[src/rtl/core/ptd_pkg.sv]
// shared types and constants for the priority task dispatcher
// no dependencies; used by ptd_front, ptd_back, the top level and the testbench
package ptd_pkg;

	localparam int MAX_TASKS_DEF  = 16;
	localparam int NAME_CHARS_DEF = 8;
	localparam int KEY_W          = 64;
	localparam int PRIO_W         = 4;
	localparam int BURST_W        = 10;
	localparam int CNT_W          = 16;
	localparam int CMD_DEPTH      = 2;
	localparam int RES_DEPTH      = 2;
	localparam logic [CNT_W-1:0] CNT_MAX = {CNT_W{1'b1}};

	typedef enum logic {
		OP_ADD      = 1'b0,
		OP_DISPATCH = 1'b1
	} op_t;

	typedef struct packed {
		logic               func;
		logic [KEY_W-1:0]   task_key;
		logic [PRIO_W-1:0]  task_priority;
		logic [BURST_W-1:0] task_burst;
	} req_t;

	typedef struct packed {
		logic               accepted;
		logic               found;
		logic [KEY_W-1:0]   out_key;
		logic [PRIO_W-1:0]  out_priority;
		logic [BURST_W-1:0] out_burst;
		logic [CNT_W-1:0]   elapsed_total;
		logic [CNT_W-1:0]   dispatch_total;
	} rsp_t;

	typedef struct packed {
		logic [KEY_W-1:0]   key;
		logic [PRIO_W-1:0]  prio;
		logic [BURST_W-1:0] burst;
	} entry_t;

	typedef struct packed {
		op_t    op;
		entry_t entry;
	} cmd_t;

	// handshake between the command queue and the back end
	typedef struct packed {
		logic pop;
	} qctl_t;

endpackage

[src/rtl/core/ptd_ram.sv]
// generic single write port ram with registered read
// no dependencies
module ptd_ram #(
	parameter int WIDTH = 8,
	parameter int DEPTH = 16
) (
	input  logic                     clk,
	input  logic                     we,
	input  logic [$clog2(DEPTH)-1:0] waddr,
	input  logic [WIDTH-1:0]         wdata,
	input  logic [$clog2(DEPTH)-1:0] raddr,
	output logic [WIDTH-1:0]         rdata
);

	logic [WIDTH-1:0] mem [DEPTH];

	always_ff @(posedge clk) begin
		if (we) begin
			mem[waddr] <= wdata;
		end
		rdata <= mem[raddr];
	end

endmodule

[src/rtl/core/ptd_fifo.sv]
// small register fifo with full and empty flags
// no dependencies
module ptd_fifo #(
	parameter int WIDTH = 8,
	parameter int DEPTH = 2
) (
	input  logic             clk,
	input  logic             arst_n,
	input  logic             push,
	input  logic [WIDTH-1:0] wdata,
	output logic             full,
	input  logic             pop,
	output logic [WIDTH-1:0] rdata,
	output logic             empty
);

	localparam int PW = $clog2(DEPTH);
	localparam int CW = $clog2(DEPTH + 1);

	logic [WIDTH-1:0] mem_q [DEPTH];
	logic [PW-1:0]    wr_ptr_q;
	logic [PW-1:0]    rd_ptr_q;
	logic [CW-1:0]    cnt_q;
	logic             do_push;
	logic             do_pop;

	assign full    = (cnt_q == CW'(DEPTH));
	assign empty   = (cnt_q == '0);
	assign do_push = push && !full;
	assign do_pop  = pop && !empty;
	assign rdata   = mem_q[rd_ptr_q];

	always_ff @(posedge clk) begin
		if (do_push) begin
			mem_q[wr_ptr_q] <= wdata;
		end
	end

	always_ff @(posedge clk or negedge arst_n) begin
		if (!arst_n) begin
			wr_ptr_q <= '0;
			rd_ptr_q <= '0;
			cnt_q    <= '0;
		end else begin
			if (do_push) begin
				wr_ptr_q <= (wr_ptr_q == PW'(DEPTH - 1)) ? '0 : wr_ptr_q + 1'b1;
			end
			if (do_pop) begin
				rd_ptr_q <= (rd_ptr_q == PW'(DEPTH - 1)) ? '0 : rd_ptr_q + 1'b1;
			end
			priority if (do_push && !do_pop) begin
				cnt_q <= cnt_q + 1'b1;
			end else if (do_pop && !do_push) begin
				cnt_q <= cnt_q - 1'b1;
			end
		end
	end

endmodule

[src/rtl/core/ptd_front.sv]
// front end: trims the key to its name length, decodes the operation and queues the command
// depends on ptd_pkg and ptd_fifo
module ptd_front #(
	parameter int NAME_CHARS = ptd_pkg::NAME_CHARS_DEF
) (
	input  logic           clk,
	input  logic           arst_n,
	input  logic           push,
	input  ptd_pkg::req_t  request,
	output logic           full,
	input  ptd_pkg::qctl_t cmd_ctl_in,
	output ptd_pkg::cmd_t  cmd,
	output logic           cmd_empty
);

	// bytes past the name length are cleared
	localparam logic [ptd_pkg::KEY_W-1:0] KEY_MASK =
		{ptd_pkg::KEY_W{1'b1}} << (8 * (8 - NAME_CHARS));

	ptd_pkg::cmd_t cmd_new;
	logic [$bits(ptd_pkg::cmd_t)-1:0] cmd_bits;

	always_comb begin
		cmd_new             = '0;
		cmd_new.op          = request.func ? ptd_pkg::OP_DISPATCH : ptd_pkg::OP_ADD;
		cmd_new.entry.key   = request.task_key & KEY_MASK;
		cmd_new.entry.prio  = request.task_priority;
		cmd_new.entry.burst = request.task_burst;
	end

	ptd_fifo #(
		.WIDTH ($bits(ptd_pkg::cmd_t)),
		.DEPTH (ptd_pkg::CMD_DEPTH)
	) u_cmd_fifo (
		.clk    (clk),
		.arst_n (arst_n),
		.push   (push),
		.wdata  (cmd_new),
		.full   (full),
		.pop    (cmd_ctl_in.pop),
		.rdata  (cmd_bits),
		.empty  (cmd_empty)
	);

	assign cmd = ptd_pkg::cmd_t'(cmd_bits);

endmodule

[src/rtl/core/ptd_back.sv]
// back end: task table, sequential priority scan, counters and result queue
// depends on ptd_pkg, ptd_ram and ptd_fifo
module ptd_back #(
	parameter int MAX_TASKS = ptd_pkg::MAX_TASKS_DEF
) (
	input  logic           clk,
	input  logic           arst_n,
	input  ptd_pkg::cmd_t  cmd,
	input  logic           cmd_empty,
	output ptd_pkg::qctl_t cmd_ctl,
	input  logic           pop,
	output logic           empty,
	output ptd_pkg::rsp_t  response
);

	localparam int IW = $clog2(MAX_TASKS);
	localparam int CW = $clog2(MAX_TASKS + 1);

	typedef enum logic [4:0] {
		ST_IDLE = 5'b00001,
		ST_ADD  = 5'b00010,
		ST_SCAN = 5'b00100,
		ST_LAST = 5'b01000,
		ST_DONE = 5'b10000
	} state_t;

	state_t                          state_q;
	ptd_pkg::cmd_t                   cmd_q;
	logic [IW-1:0]                   idx_q;
	logic [MAX_TASKS-1:0]            valid_q;
	logic [CW-1:0]                   count_q;
	logic [ptd_pkg::CNT_W-1:0]       elapsed_q;
	logic [ptd_pkg::CNT_W-1:0]       dispatch_q;
	logic                            have_best_q;
	logic [IW-1:0]                   best_idx_q;
	ptd_pkg::entry_t                 best_q;
	logic                            rd_act_s1;
	logic                            rd_vld_s1;
	logic [IW-1:0]                   rd_idx_s1;
	logic [$bits(ptd_pkg::entry_t)-1:0] rd_bits;
	ptd_pkg::entry_t                 rd_entry;
	logic                            better;
	logic                            res_full;
	logic                            res_push;
	ptd_pkg::rsp_t                   res_data;
	logic                            cmd_take;
	logic                            table_full;
	logic                            table_empty;
	logic                            slot_free;
	logic                            ram_we;
	logic [ptd_pkg::CNT_W:0]         elapsed_sum;
	logic [ptd_pkg::CNT_W-1:0]       elapsed_nxt;
	logic [ptd_pkg::CNT_W-1:0]       dispatch_nxt;
	logic [$bits(ptd_pkg::rsp_t)-1:0] res_bits;

	assign table_full  = (count_q == CW'(MAX_TASKS));
	assign table_empty = (count_q == '0);
	assign slot_free   = !valid_q[idx_q];
	assign cmd_take    = (state_q == ST_IDLE) && !cmd_empty && !res_full;
	assign cmd_ctl.pop   = cmd_take;
	assign ram_we      = (state_q == ST_ADD) && slot_free;
	assign rd_entry    = ptd_pkg::entry_t'(rd_bits);

	// higher priority wins, then the smaller key, then the lower slot
	assign better = !have_best_q || (rd_entry.prio > best_q.prio) ||
		((rd_entry.prio == best_q.prio) && (rd_entry.key < best_q.key));

	assign elapsed_sum  = {1'b0, elapsed_q} + {{(ptd_pkg::CNT_W + 1 - ptd_pkg::BURST_W){1'b0}},
		best_q.burst};
	assign elapsed_nxt  = elapsed_sum[ptd_pkg::CNT_W] ? ptd_pkg::CNT_MAX :
		elapsed_sum[ptd_pkg::CNT_W-1:0];
	assign dispatch_nxt = (dispatch_q == ptd_pkg::CNT_MAX) ? dispatch_q : dispatch_q + 1'b1;

	always_comb begin
		res_push                = 1'b0;
		res_data                = '0;
		res_data.elapsed_total  = elapsed_q;
		res_data.dispatch_total = dispatch_q;
		unique case (state_q)
			ST_IDLE: begin
				if (cmd_take) begin
					res_push = (cmd.op == ptd_pkg::OP_ADD) ? table_full : table_empty;
				end
			end
			ST_ADD: begin
				res_push          = slot_free;
				res_data.accepted = 1'b1;
			end
			ST_DONE: begin
				res_push                = 1'b1;
				res_data.found          = 1'b1;
				res_data.out_key        = best_q.key;
				res_data.out_priority   = best_q.prio;
				res_data.out_burst      = best_q.burst;
				res_data.elapsed_total  = elapsed_nxt;
				res_data.dispatch_total = dispatch_nxt;
			end
			default: begin
				res_push = 1'b0;
			end
		endcase
	end

	ptd_ram #(
		.WIDTH ($bits(ptd_pkg::entry_t)),
		.DEPTH (MAX_TASKS)
	) u_table (
		.clk   (clk),
		.we    (ram_we),
		.waddr (idx_q),
		.wdata (cmd_q.entry),
		.raddr (idx_q),
		.rdata (rd_bits)
	);

	always_ff @(posedge clk) begin
		rd_vld_s1 <= valid_q[idx_q];
		rd_idx_s1 <= idx_q;
		if (cmd_take) begin
			cmd_q <= cmd;
		end
		if (rd_act_s1 && rd_vld_s1 && better) begin
			best_q     <= rd_entry;
			best_idx_q <= rd_idx_s1;
		end
	end

	always_ff @(posedge clk or negedge arst_n) begin
		if (!arst_n) begin
			state_q     <= ST_IDLE;
			idx_q       <= '0;
			valid_q     <= '0;
			count_q     <= '0;
			elapsed_q   <= '0;
			dispatch_q  <= '0;
			have_best_q <= 1'b0;
			rd_act_s1   <= 1'b0;
		end else begin
			rd_act_s1 <= (state_q == ST_SCAN);
			if (rd_act_s1 && rd_vld_s1 && better) begin
				have_best_q <= 1'b1;
			end
			unique case (state_q)
				ST_IDLE: begin
					idx_q       <= '0;
					have_best_q <= 1'b0;
					if (cmd_take) begin
						if (cmd.op == ptd_pkg::OP_ADD) begin
							if (!table_full) begin
								state_q <= ST_ADD;
							end
						end else if (!table_empty) begin
							state_q <= ST_SCAN;
						end
					end
				end
				ST_ADD: begin
					if (slot_free) begin
						valid_q[idx_q] <= 1'b1;
						count_q        <= count_q + 1'b1;
						state_q        <= ST_IDLE;
					end else begin
						idx_q <= idx_q + 1'b1;
					end
				end
				ST_SCAN: begin
					if (idx_q == IW'(MAX_TASKS - 1)) begin
						idx_q   <= '0;
						state_q <= ST_LAST;
					end else begin
						idx_q <= idx_q + 1'b1;
					end
				end
				ST_LAST: begin
					state_q <= ST_DONE;
				end
				ST_DONE: begin
					valid_q[best_idx_q] <= 1'b0;
					count_q             <= count_q - 1'b1;
					elapsed_q           <= elapsed_nxt;
					dispatch_q          <= dispatch_nxt;
					state_q             <= ST_IDLE;
				end
				default: begin
					state_q <= ST_IDLE;
				end
			endcase
		end
	end

	ptd_fifo #(
		.WIDTH ($bits(ptd_pkg::rsp_t)),
		.DEPTH (ptd_pkg::RES_DEPTH)
	) u_res_fifo (
		.clk    (clk),
		.arst_n (arst_n),
		.push   (res_push),
		.wdata  (res_data),
		.full   (res_full),
		.pop    (pop),
		.rdata  (res_bits),
		.empty  (empty)
	);

	assign response = ptd_pkg::rsp_t'(res_bits);

	a_count_tracks_valid: assert property (@(posedge clk) disable iff (!arst_n)
		32'(count_q) == $countones(valid_q))
		else $error("fill count disagrees with valid bits");

	a_done_has_best: assert property (@(posedge clk) disable iff (!arst_n)
		state_q == ST_DONE |-> have_best_q && valid_q[best_idx_q])
		else $error("dispatch finished without a valid winner");

	a_no_push_when_full: assert property (@(posedge clk) disable iff (!arst_n)
		res_push |-> !res_full || (state_q != ST_IDLE))
		else $error("result pushed into full queue at command start");

	a_add_never_full: assert property (@(posedge clk) disable iff (!arst_n)
		state_q == ST_ADD |-> !table_full)
		else $error("slot search entered with full table");

endmodule

[src/rtl/core/priority_task_dispatcher_unit.sv]
// top level of the priority task dispatcher
// depends on ptd_pkg, ptd_front and ptd_back
//
// usage
//   request channel: queue style, an item transfers on a rising edge with push high
//   and full low. func 0 adds a task, func 1 dispatches the best pending task
//   response channel: queue style, the oldest result sits on response while empty
//   is low and transfers on a rising edge with pop high and empty low
//   every request gives exactly one response, in request order
// operation
//   add: a full table rejects the task, else it is written into the lowest free slot
//   dispatch: an empty table gives a not-found result, else the table ram is scanned
//   one entry per cycle through a single comparator
//   the back end works on one command at a time; a two-entry command queue lets
//   requests land while it is busy
// reset
//   arst_n low empties the table, both queues and clears both counters
// receiver stall
//   results wait in a two-entry result queue; once it is full the back end holds
//   the next command, the command queue fills and full goes high
module priority_task_dispatcher_unit #(
	parameter int MAX_TASKS  = ptd_pkg::MAX_TASKS_DEF,
	parameter int NAME_CHARS = ptd_pkg::NAME_CHARS_DEF
) (
	input  logic          clk,
	input  logic          arst_n,
	input  logic          push,
	input  ptd_pkg::req_t request,
	output logic          full,
	input  logic          pop,
	output logic          empty,
	output ptd_pkg::rsp_t response
);

	// command path from front to back
	ptd_pkg::cmd_t  cmd;
	logic           cmd_empty;
	ptd_pkg::qctl_t cmd_ctl;

	// front: key trimming, op decode, command queue
	ptd_front #(
		.NAME_CHARS (NAME_CHARS)
	) u_front (
		.clk        (clk),
		.arst_n     (arst_n),
		.push       (push),
		.request    (request),
		.full       (full),
		.cmd_ctl_in (cmd_ctl),
		.cmd        (cmd),
		.cmd_empty  (cmd_empty)
	);

	// back: task table, scan, counters, result queue
	ptd_back #(
		.MAX_TASKS (MAX_TASKS)
	) u_back (
		.clk       (clk),
		.arst_n    (arst_n),
		.cmd       (cmd),
		.cmd_empty (cmd_empty),
		.cmd_ctl   (cmd_ctl),
		.pop       (pop),
		.empty     (empty),
		.response  (response)
	);

endmodule

[config.mk]
export PLATFORM = sky130hd
export DESIGN_NAME = priority_task_dispatcher_unit
export DESIGN_NICKNAME = d
export VERILOG_FILES = /design/src/rtl/core/ptd_pkg.sv /design/src/rtl/core/ptd_ram.sv /design/src/rtl/core/ptd_fifo.sv /design/src/rtl/core/ptd_front.sv /design/src/rtl/core/ptd_back.sv /design/src/rtl/core/priority_task_dispatcher_unit.sv
export SDC_FILE = /design/constraint.sdc
export NUM_CORES = 2
export LEC_CHECK = 0
export BUFFER_PORTS_ARGS = -buffer_cell sky130_fd_sc_hd__buf_2
export CORE_UTILIZATION = 50
export DETAILED_ROUTE_END_ITERATION = 7
export PLACE_DENSITY_LB_ADDON = 0.15
export SETUP_SLACK_MARGIN = 0.05
export SLEW_MARGIN = 30
export SYNTH_ARGS = -nofsm -noshare
export SYNTH_HDL_FRONTEND = slang
export SYNTH_SLANG_ARGS = --single-unit
[constraint.sdc]
create_clock -name clk -period 14.3 [get_ports clk]
set_input_delay 0 -clock clk [delete_from_list [all_inputs] [get_ports clk]]
set_output_delay 0 -clock clk [all_outputs]
set_load 0.1 [all_outputs]
== Word level (Yosys, flattened, before mapping) ==
Memory sizes are Yosys's and may differ from the RTL's. A register that Yosys moved wholly into a read port is not among the register bits.
Cells that the tools add are included.

* Flip-flop bits (word level): 237
* Memory bits (writable): 1630
* Input bits: 83
* Output and inout port bits: 114
* Word-level logic and storage cells: 148
* Memories: 3

{| class="wikitable"
|+ Memories
! memory !! words !! bits a word !! read ports !! clocked after Yosys merged registers in !! wr ports !! line !! source
|-
| u_back.u_table.mem || 16 || 78 || 1 || 1 || 1 || ptd_ram.sv:15 || <nowiki>logic [WIDTH-1:0] mem [DEPTH];</nowiki>
|-
| u_back.u_res_fifo.mem_q || 2 || 112 || 1 || 0 || 1 || ptd_fifo.sv:20 || <nowiki>logic [WIDTH-1:0] mem_q [DEPTH];</nowiki>
|-
| u_front.u_cmd_fifo.mem_q || 2 || 79 || 1 || 0 || 1 || ptd_fifo.sv:20 ||
|}

* $add $sub $neg: 13
* $lt $le $gt $ge: 6
* Equal/unequal tests: 17
* Mux-type cells: 44
* Bitwise gates (word level): 3
* Reduce and logical (&&, ||, !) cells: 39

{| class="wikitable"
|+ Operators with widths
! kind !! number
|-
| $mux 111 || 1
|-
| $lt 64x64->1 || 1
|-
| $mux 16 || 3
|-
| $mux 5 || 7
|-
| $pmux 16 s2 || 1
|-
| $pmux 5 s4 || 1
|-
| $mux 1 || 19
|-
| $add 16x10->17 || 1
|-
| $add 16x1->16 const B || 1
|-
| $and 16x16->16 || 1
|-
| $eq 16x16->1 const B || 1
|-
| $logic_and 1x1->1 || 16
|-
| $not 16->16 || 1
|-
| $or 16x16->16 || 1
|-
| $pmux 4 s3 || 1
|-
| $eq 5x5->1 const B || 2
|-
| $logic_not 1->1 || 10
|-
| $lt 4x5->1 const B || 2
|-
| $pmux 5 s2 || 1
|-
| $demux 1 s4 || 2
|-
| $ge 4x1->1 const B || 2
|-
| $mux 2 || 4
|-
| $mux 4 || 2
|-
| $ne 2x2->1 const B || 4
|-
| other kinds (25) || 37
|}

== Depth between registers and ports, before layout ==
* Depth in word-level cells: 11
* Depth in mapped cells: 11
* Mapped depth without buffers: 9

== Cells and area by module ==
From an unflattened synthesis, not the netlist that was laid out.

* Cell total of the unflattened synthesis: 3496
* Area, all modules: 73809.5 um2

{| class="wikitable"
|+ By module, submodules not included
! module !! instances !! cells each !! area each (um2) !! sequential area each (um2)
|-
| ptd_ram || 1 || 2004 || 48270.0 || 39037.4
|-
| ptd_back || 1 || 859 || 10669.0 || 6507.5
|-
| ptd_fifo (u_back.u_res_fifo) || 1 || 368 || 8572.0 || 6826.5
|-
| ptd_fifo (u_front.u_cmd_fifo) || 1 || 265 || 6298.5 || 4844.6
|}

== Least setup slack after synthesis ==
OpenSTA, ideal clock, no wires.

* Path kind: register -> register
* Start: register u_back.state_q[1]
* End: memory u_back.u_res_fifo.mem_q[0][0] (netlist bit) (enable)
* Library setup time: 597 ps
* Arrival time: 11471 ps
* Required time: 13703 ps
* Slack: 2232 ps
* Stages on the path, launching flop included: 7
* Buffers on the path: 1
* Period minus slack after synthesis: 12068 ps
* Cell sequence: dfrtp_1 > or3_1 > clkbuf_1 > nor4_2 > nand3_1 > a21oi_4 > nor2b_1

* Cells in the longest elaborated chain, start to end: 8
* Elaborated cells between the ends (all ways): 10
* Classes of those cells: 3 x eq/ne; 4 x mux; 3 x reduce/logical

{| class="wikitable"
|+ Ends and longest elaborated chain
! item !! line !! source
|-
| start, declared || ptd_back.sv:27 || <nowiki>state_t state_q;</nowiki>
|-
| start signal, assigned || ptd_back.sv:130 || <nowiki>state_q <= ST_IDLE;</nowiki>
|-
| start signal, assigned || ptd_back.sv:150 || <nowiki>state_q <= ST_ADD;</nowiki>
|-
| start signal, assigned || ptd_back.sv:153 || <nowiki>state_q <= ST_SCAN;</nowiki>
|-
| $eq 5x1->1 || ptd_back.sv:59, ptd_back.sv:79 ||
|-
| $logic_and 1x1->1 (2 in series) || ptd_back.sv:59 || <nowiki>assign cmd_take = (state_q == ST_IDLE) && !cmd_empty && !res_full;</nowiki>
|-
| $mux 1 || ptd_back.sv:81 || <nowiki>if (cmd_take) begin</nowiki>
|-
| $pmux 1 s3 * || ptd_back.sv:79 || <nowiki>unique case (state_q)</nowiki>
|-
| $logic_and 1x1->1 * || ptd_fifo.sv:29 || <nowiki>assign do_push = push && !full;</nowiki>
|-
| via u_back.u_res_fifo.do_push || ptd_fifo.sv:24 || <nowiki>logic do_push;</nowiki>
|-
| $mux 1 * || ptd_fifo.sv:34 || <nowiki>if (do_push) begin</nowiki>
|-
| $mux 1 (implied by the code) * || ptd_fifo.sv:35 || <nowiki>mem_q[wr_ptr_q] <= wdata;</nowiki>
|-
| end, declared || ptd_fifo.sv:20 ||
|}

Mark *: on every way through the listed nets, which the timed path passes. The rest lies on a longest branch.

== Worst setup path in the final report ==
* Start: register u_back.idx_q[1]
* End: memory u_back.u_res_fifo.mem_q[0][57] (netlist bit) (enable)

* Cells in the longest elaborated chain, start to end: 7

{| class="wikitable"
|+ Ends and longest elaborated chain
! item !! line !! source
|-
| start, declared || ptd_back.sv:29 || <nowiki>logic [IW-1:0] idx_q;</nowiki>
|-
| start signal, assigned || ptd_back.sv:163 || <nowiki>idx_q <= idx_q + 1'b1;</nowiki>
|-
| start signal, assigned || ptd_back.sv:171 || <nowiki>idx_q <= idx_q + 1'b1;</nowiki>
|-
| $bmux 1 s4 || ptd_back.sv:58 || <nowiki>assign slot_free = !valid_q[idx_q];</nowiki>
|-
| $mux 1 (implied by the code) || ptd_back.sv:58 ||
|-
| $logic_not 1->1 || ptd_back.sv:58 ||
|-
| $pmux 1 s3 || ptd_back.sv:79 ||
|-
| $logic_and 1x1->1 || ptd_fifo.sv:29 ||
|-
| via u_back.u_res_fifo.do_push || ptd_fifo.sv:24 ||
|-
| $mux 1 || ptd_fifo.sv:34 ||
|-
| $mux 1 (implied by the code) || ptd_fifo.sv:35 ||
|}

The timed path passes the listed nets, and every way through them passes these cells. The select of a mux whose other input is x is not followed.

==> key figures <==
Status
  • Status: complete, no violations

Clocking
  • TritonCTS clock tree: yes
  • Cell chosen for the clock root: clkbuf_16
  • # clock sinks: 1945
  • Count of H-tree levels built during CTS: 4
  • Maximum clock insertion buffer count: 3
  • Clock buffer count from CTS: 190
  • Worst-skew pair later-pin latency: 0.82 ns
  • Setup bufs post-CTS: 0
  • Clock-pin slew on the worst setup and hold paths: 0.06 ns

Power
  • Sum of internal, switching and leakage power: 16.04 mW
  • Max IR drop VDD: 0.1287 mV
  • Ratio of total power to cell area: 190.0 mW/mm2
  • Leakage power of the design: 27.87 nW

Layout
  • Layout area overhead: 15.76%
  • NumNets Final: 3933
  • Layout Utilization: 58.55%
  • Layout cells sized above 1: 29.71%
  • Top library cells by usage in the layout, fill and taps aside: edfxtp_1, mux4_2, mux2_2
  • Leading cell type in the layout, fill and taps excluded: edfxtp_1

GRT
  • Overall fraction of global-route tracks in use: 21.63%
  • GR Overflow Total: 0
  • Initial antenna violation count: 7
  • Number of global-route vias before repair: 35640
  • Wire length of the first global-routing pass: 230700 um
  • Maximum number of pins on one net before global-route repair: 138

Logic synthesis
  • Share of the synthesized area in the top cell type: 73.71%
  • Fraction of registers with async set/reset: 3.702%
  • Average instance area after synthesis: 22.25 um2
  • Gate Count Post-Synth: 3278
  • Largest cells by area after synthesis: edfxtp_1, mux4_2, mux2_2, dfrtp_1, dfxtp_1
  • Post-synthesis cell area: 0.07292 mm2
  • Cell type contributing the most total cell area after synthesis: edfxtp_1
  • Dominant synthesized flop cell: edfxtp_1
  • Count of cell types in the netlist: 63
  • Number of nets in the synthesized netlist: 3450
  • Yosys Warn Count: 0
  • Sequential-to-total area share from yosys stat: 78.46%
  • Post-synth EDFFs: 1790
  • Seq cells post-synth: 1945

Drt
  • Number of nets with antenna violations after routing: 0
  • Met1 routed wirelength after detailed routing: 66210 um
  • Final wirelength: 156600 um
  • Routed length on met3: 9068 um
  • Routed wirelength normalized by instance count: 26.86 um
  • Initial DRT Pass Iterations: 5
  • Via count: 33540
  • Met2 layer wire length in the routed design: 78010 um
  • DRC violations left: 0
  • Via density per instance: 5.750
  • Highest signal layer in the routed design: met4
  • Violation count after the first detailed-route iteration: 3208

Worst setup path
  • Dominant cell type by count on the critical path: buf_4
  • Crit-path max cell delay: 0.78 ns
  • Crit path kind: reg -> reg
  • Start point of the critical path: u_back.idx_q[1]$_DFFE_PN0P_
  • Cell with the biggest individual delay on the critical path: buf_4
  • Data required time of the critical path: 14.73 ns
  • CP Buf/Inv Count: 3
  • Delay-heaviest family, CP: buffers and inverters
  • CP endpoint kind: flop
  • Reg-to-reg critical path startpoint: u_back.idx_q[1]$_DFFE_PN0P_
  • Worst EP arrival: 5.90 ns
  • Chain of cells forming the critical path: buf_12 -> mux4_2 -> mux2_2 -> mux2i_4 -> a21oi_2 -> a21oi_4 -> nor2b_4 -> buf_4 -> buf_4
  • Startpoint type of the worst setup path: flop
  • Highest net fanout along the worst path: 137

Timing
  • Least-Margin Pin Slew: 0.9837 ns
  • Final count of negative-setup-slack endpoints: 0
  • Setup TNS: 0 ns
  • Unrepaired setup endpoints after global routing: no
  • Setup slack of the critical path after layout: 8.833 ns
  • Final critical-path share of the clock period: 38.23%
  • Maximum clock rate: 182.9 MHz
  • Final clock skew: 0.02528 ns
  • Slew Viols, Final: 0
  • Final critical delay including setup and external delays: 5.467 ns
  • Tightest slew margin relative to the limit: 34.42%
  • Number of hold-slack violations in the final timing report: 0

Place
  • Last weighted congestion value of the routability-driven placer: 0.8000
  • Placement Setup Slack: 8.368 ns
  • Hpwl dp: 86370 um
  • IO Port Bufs: 196

Flow run
  • MaxCap Viol Count: 0

Min path
  • Startpoint of the tightest hold check path: request[6]
  • Class of the tightest hold or removal check: in -> reg

Floorplanning
  • Die boundary width: 383.9 um
  • Number of top-level pins: 197
  • # rows: 139
  • Die Footprint: 0.1474 mm2
  • Die boundary height: 383.9 um
  • Core area: 0.1442 mm2
  • Initial cell density of the core: 50.58%
report_power, final:
part / leakage, nW / internal (mW) / switching, mW / total (mW)
logic: 6.89 / 1.12 / 2.01 / 3.13
registers: 17.9 / 7.29 / 0.648 / 7.94
clock network: 3.08 / 2.89 / 2.08 / 4.97
synth_stat cells, types with 5 or more instances:
cell / instances
edfxtp_1: 1790
mux4_2: 394
mux2_2: 198
nor2_1: 99
inv_1: 92
ha_1: 87
dfxtp_1: 83
clkbuf_1: 82
dfrtp_1: 71
nand2_1: 34
a21oi_1: 31
and2_1: 28
buf_2: 26
o21ai_0: 26
xnor2_1: 21
nand3_1: 19
o22a_1: 18
a21o_1: 17
nand4_1: 16
buf_1: 15
xor2_1: 13
nor3_1: 11
o21a_1: 11
a211oi_1: 7
a31oi_1: 7
and3_1: 7
nand2b_1: 7
nor2b_1: 6
nor4_1: 6
and4_1: 5
per-stage QoR:
stage	cell area, um2	hold slack, ns	cells
2_1_floorplan	72920	-0.2956	3278
3_3_place_gp	76270	0.1834	5301
3_5_place_dp	76410	0.1912	5307
4_1_cts	84340	0.02628	5828
5_1_grt	84410	0.04845	5831
6_report	84410	0.09157	5832
registers in the layout (all words and copies together), names as in the netlist, 2 cells and up:
signal                    cells
u_back.best_idx_q             4
u_back.rd_idx_s1              4
u_back.u_res_fifo.mem_q     224
u_back.elapsed_q             16
u_back.u_table.mem         1248
u_back.idx_q                  4
u_back.cmd_q                 78
u_back.u_res_fifo.cnt_q       2
u_back.dispatch_q            16
u_back.valid_q               16
u_back.state_q                5
u_front.u_cmd_fifo.mem_q    158
u_back.u_table.rdata         78
u_front.u_cmd_fifo.cnt_q      2
u_back.best_q                78
u_back.count_q                5
cell type report:
type,instances,area [um2]
repair buffers,416,3198
clock inverters,95,928.4
diodes,1,2.502
flip-flops and latches,1945,57230
fillers,10300,59760
clock buffers,264,5361
well taps,1903,2381
inverters,93,354.1
multi-input cells,1115,14950
cell families after synthesis:
logic type                 Yosys count  share of synthesized area (%)
muxes                              596                          15.30
adders and majority gates           89                          1.548
AOI/OAI and AO/OA                  146                          1.397
DFF                               1945                          78.46
and+or+nand+nor                    250                          1.694
buffers and inverters              218                          1.187
xor gates and xnor gates            34                         0.4084
worst register-to-register path, delay by kind of cell, from the launching register on:
kind                   cells  cell delay, ns
DFF                        1            0.70
buffers and inverters      3            2.23
AOI/OAI and AO/OA          2            0.40
muxes                      3            1.05
and+or+nand+nor            1            0.63
timing repair:
| item | in CTS | in global routing |
|---|---|---|
| endpoints found under the hold margin | 259 | 0 |
| hold buffers | 162 | 0 |
| gates resized for setup | 0 | 0 |
metal layers:
layer / track usage [%] / vias up
met2: 35.78 / 991
met5: 0 / -
met1: 29.75 / 17810
met3: 3.910 / 248
li1: - / 14490
met4: 5.814 / 0
worst paths after layout:
path / endpoint / slack [ns] / cells past startpoint
worst max register to register: u_back.u_res_fifo.mem_q[0][57]$_DFFE_PP_ / 8.83 / 9
min in group asynchronous: u_back.state_q[0]$_DFFE_PN1P_ / 0.27 / 3
max in group asynchronous: u_back.idx_q[1]$_DFFE_PN0P_ / 13.60 / 4
worst max-delay path: u_back.u_res_fifo.mem_q[0][57]$_DFFE_PP_ / 8.83 / 9
worst min register to register: u_back.best_q[9]$_DFFE_PP_ / 0.40 / 0
worst min-delay path: u_front.u_cmd_fifo.mem_q[1][6]$_DFFE_PP_ / 0.09 / 2
No activity file was read; power rests on OpenSTA's default activity.
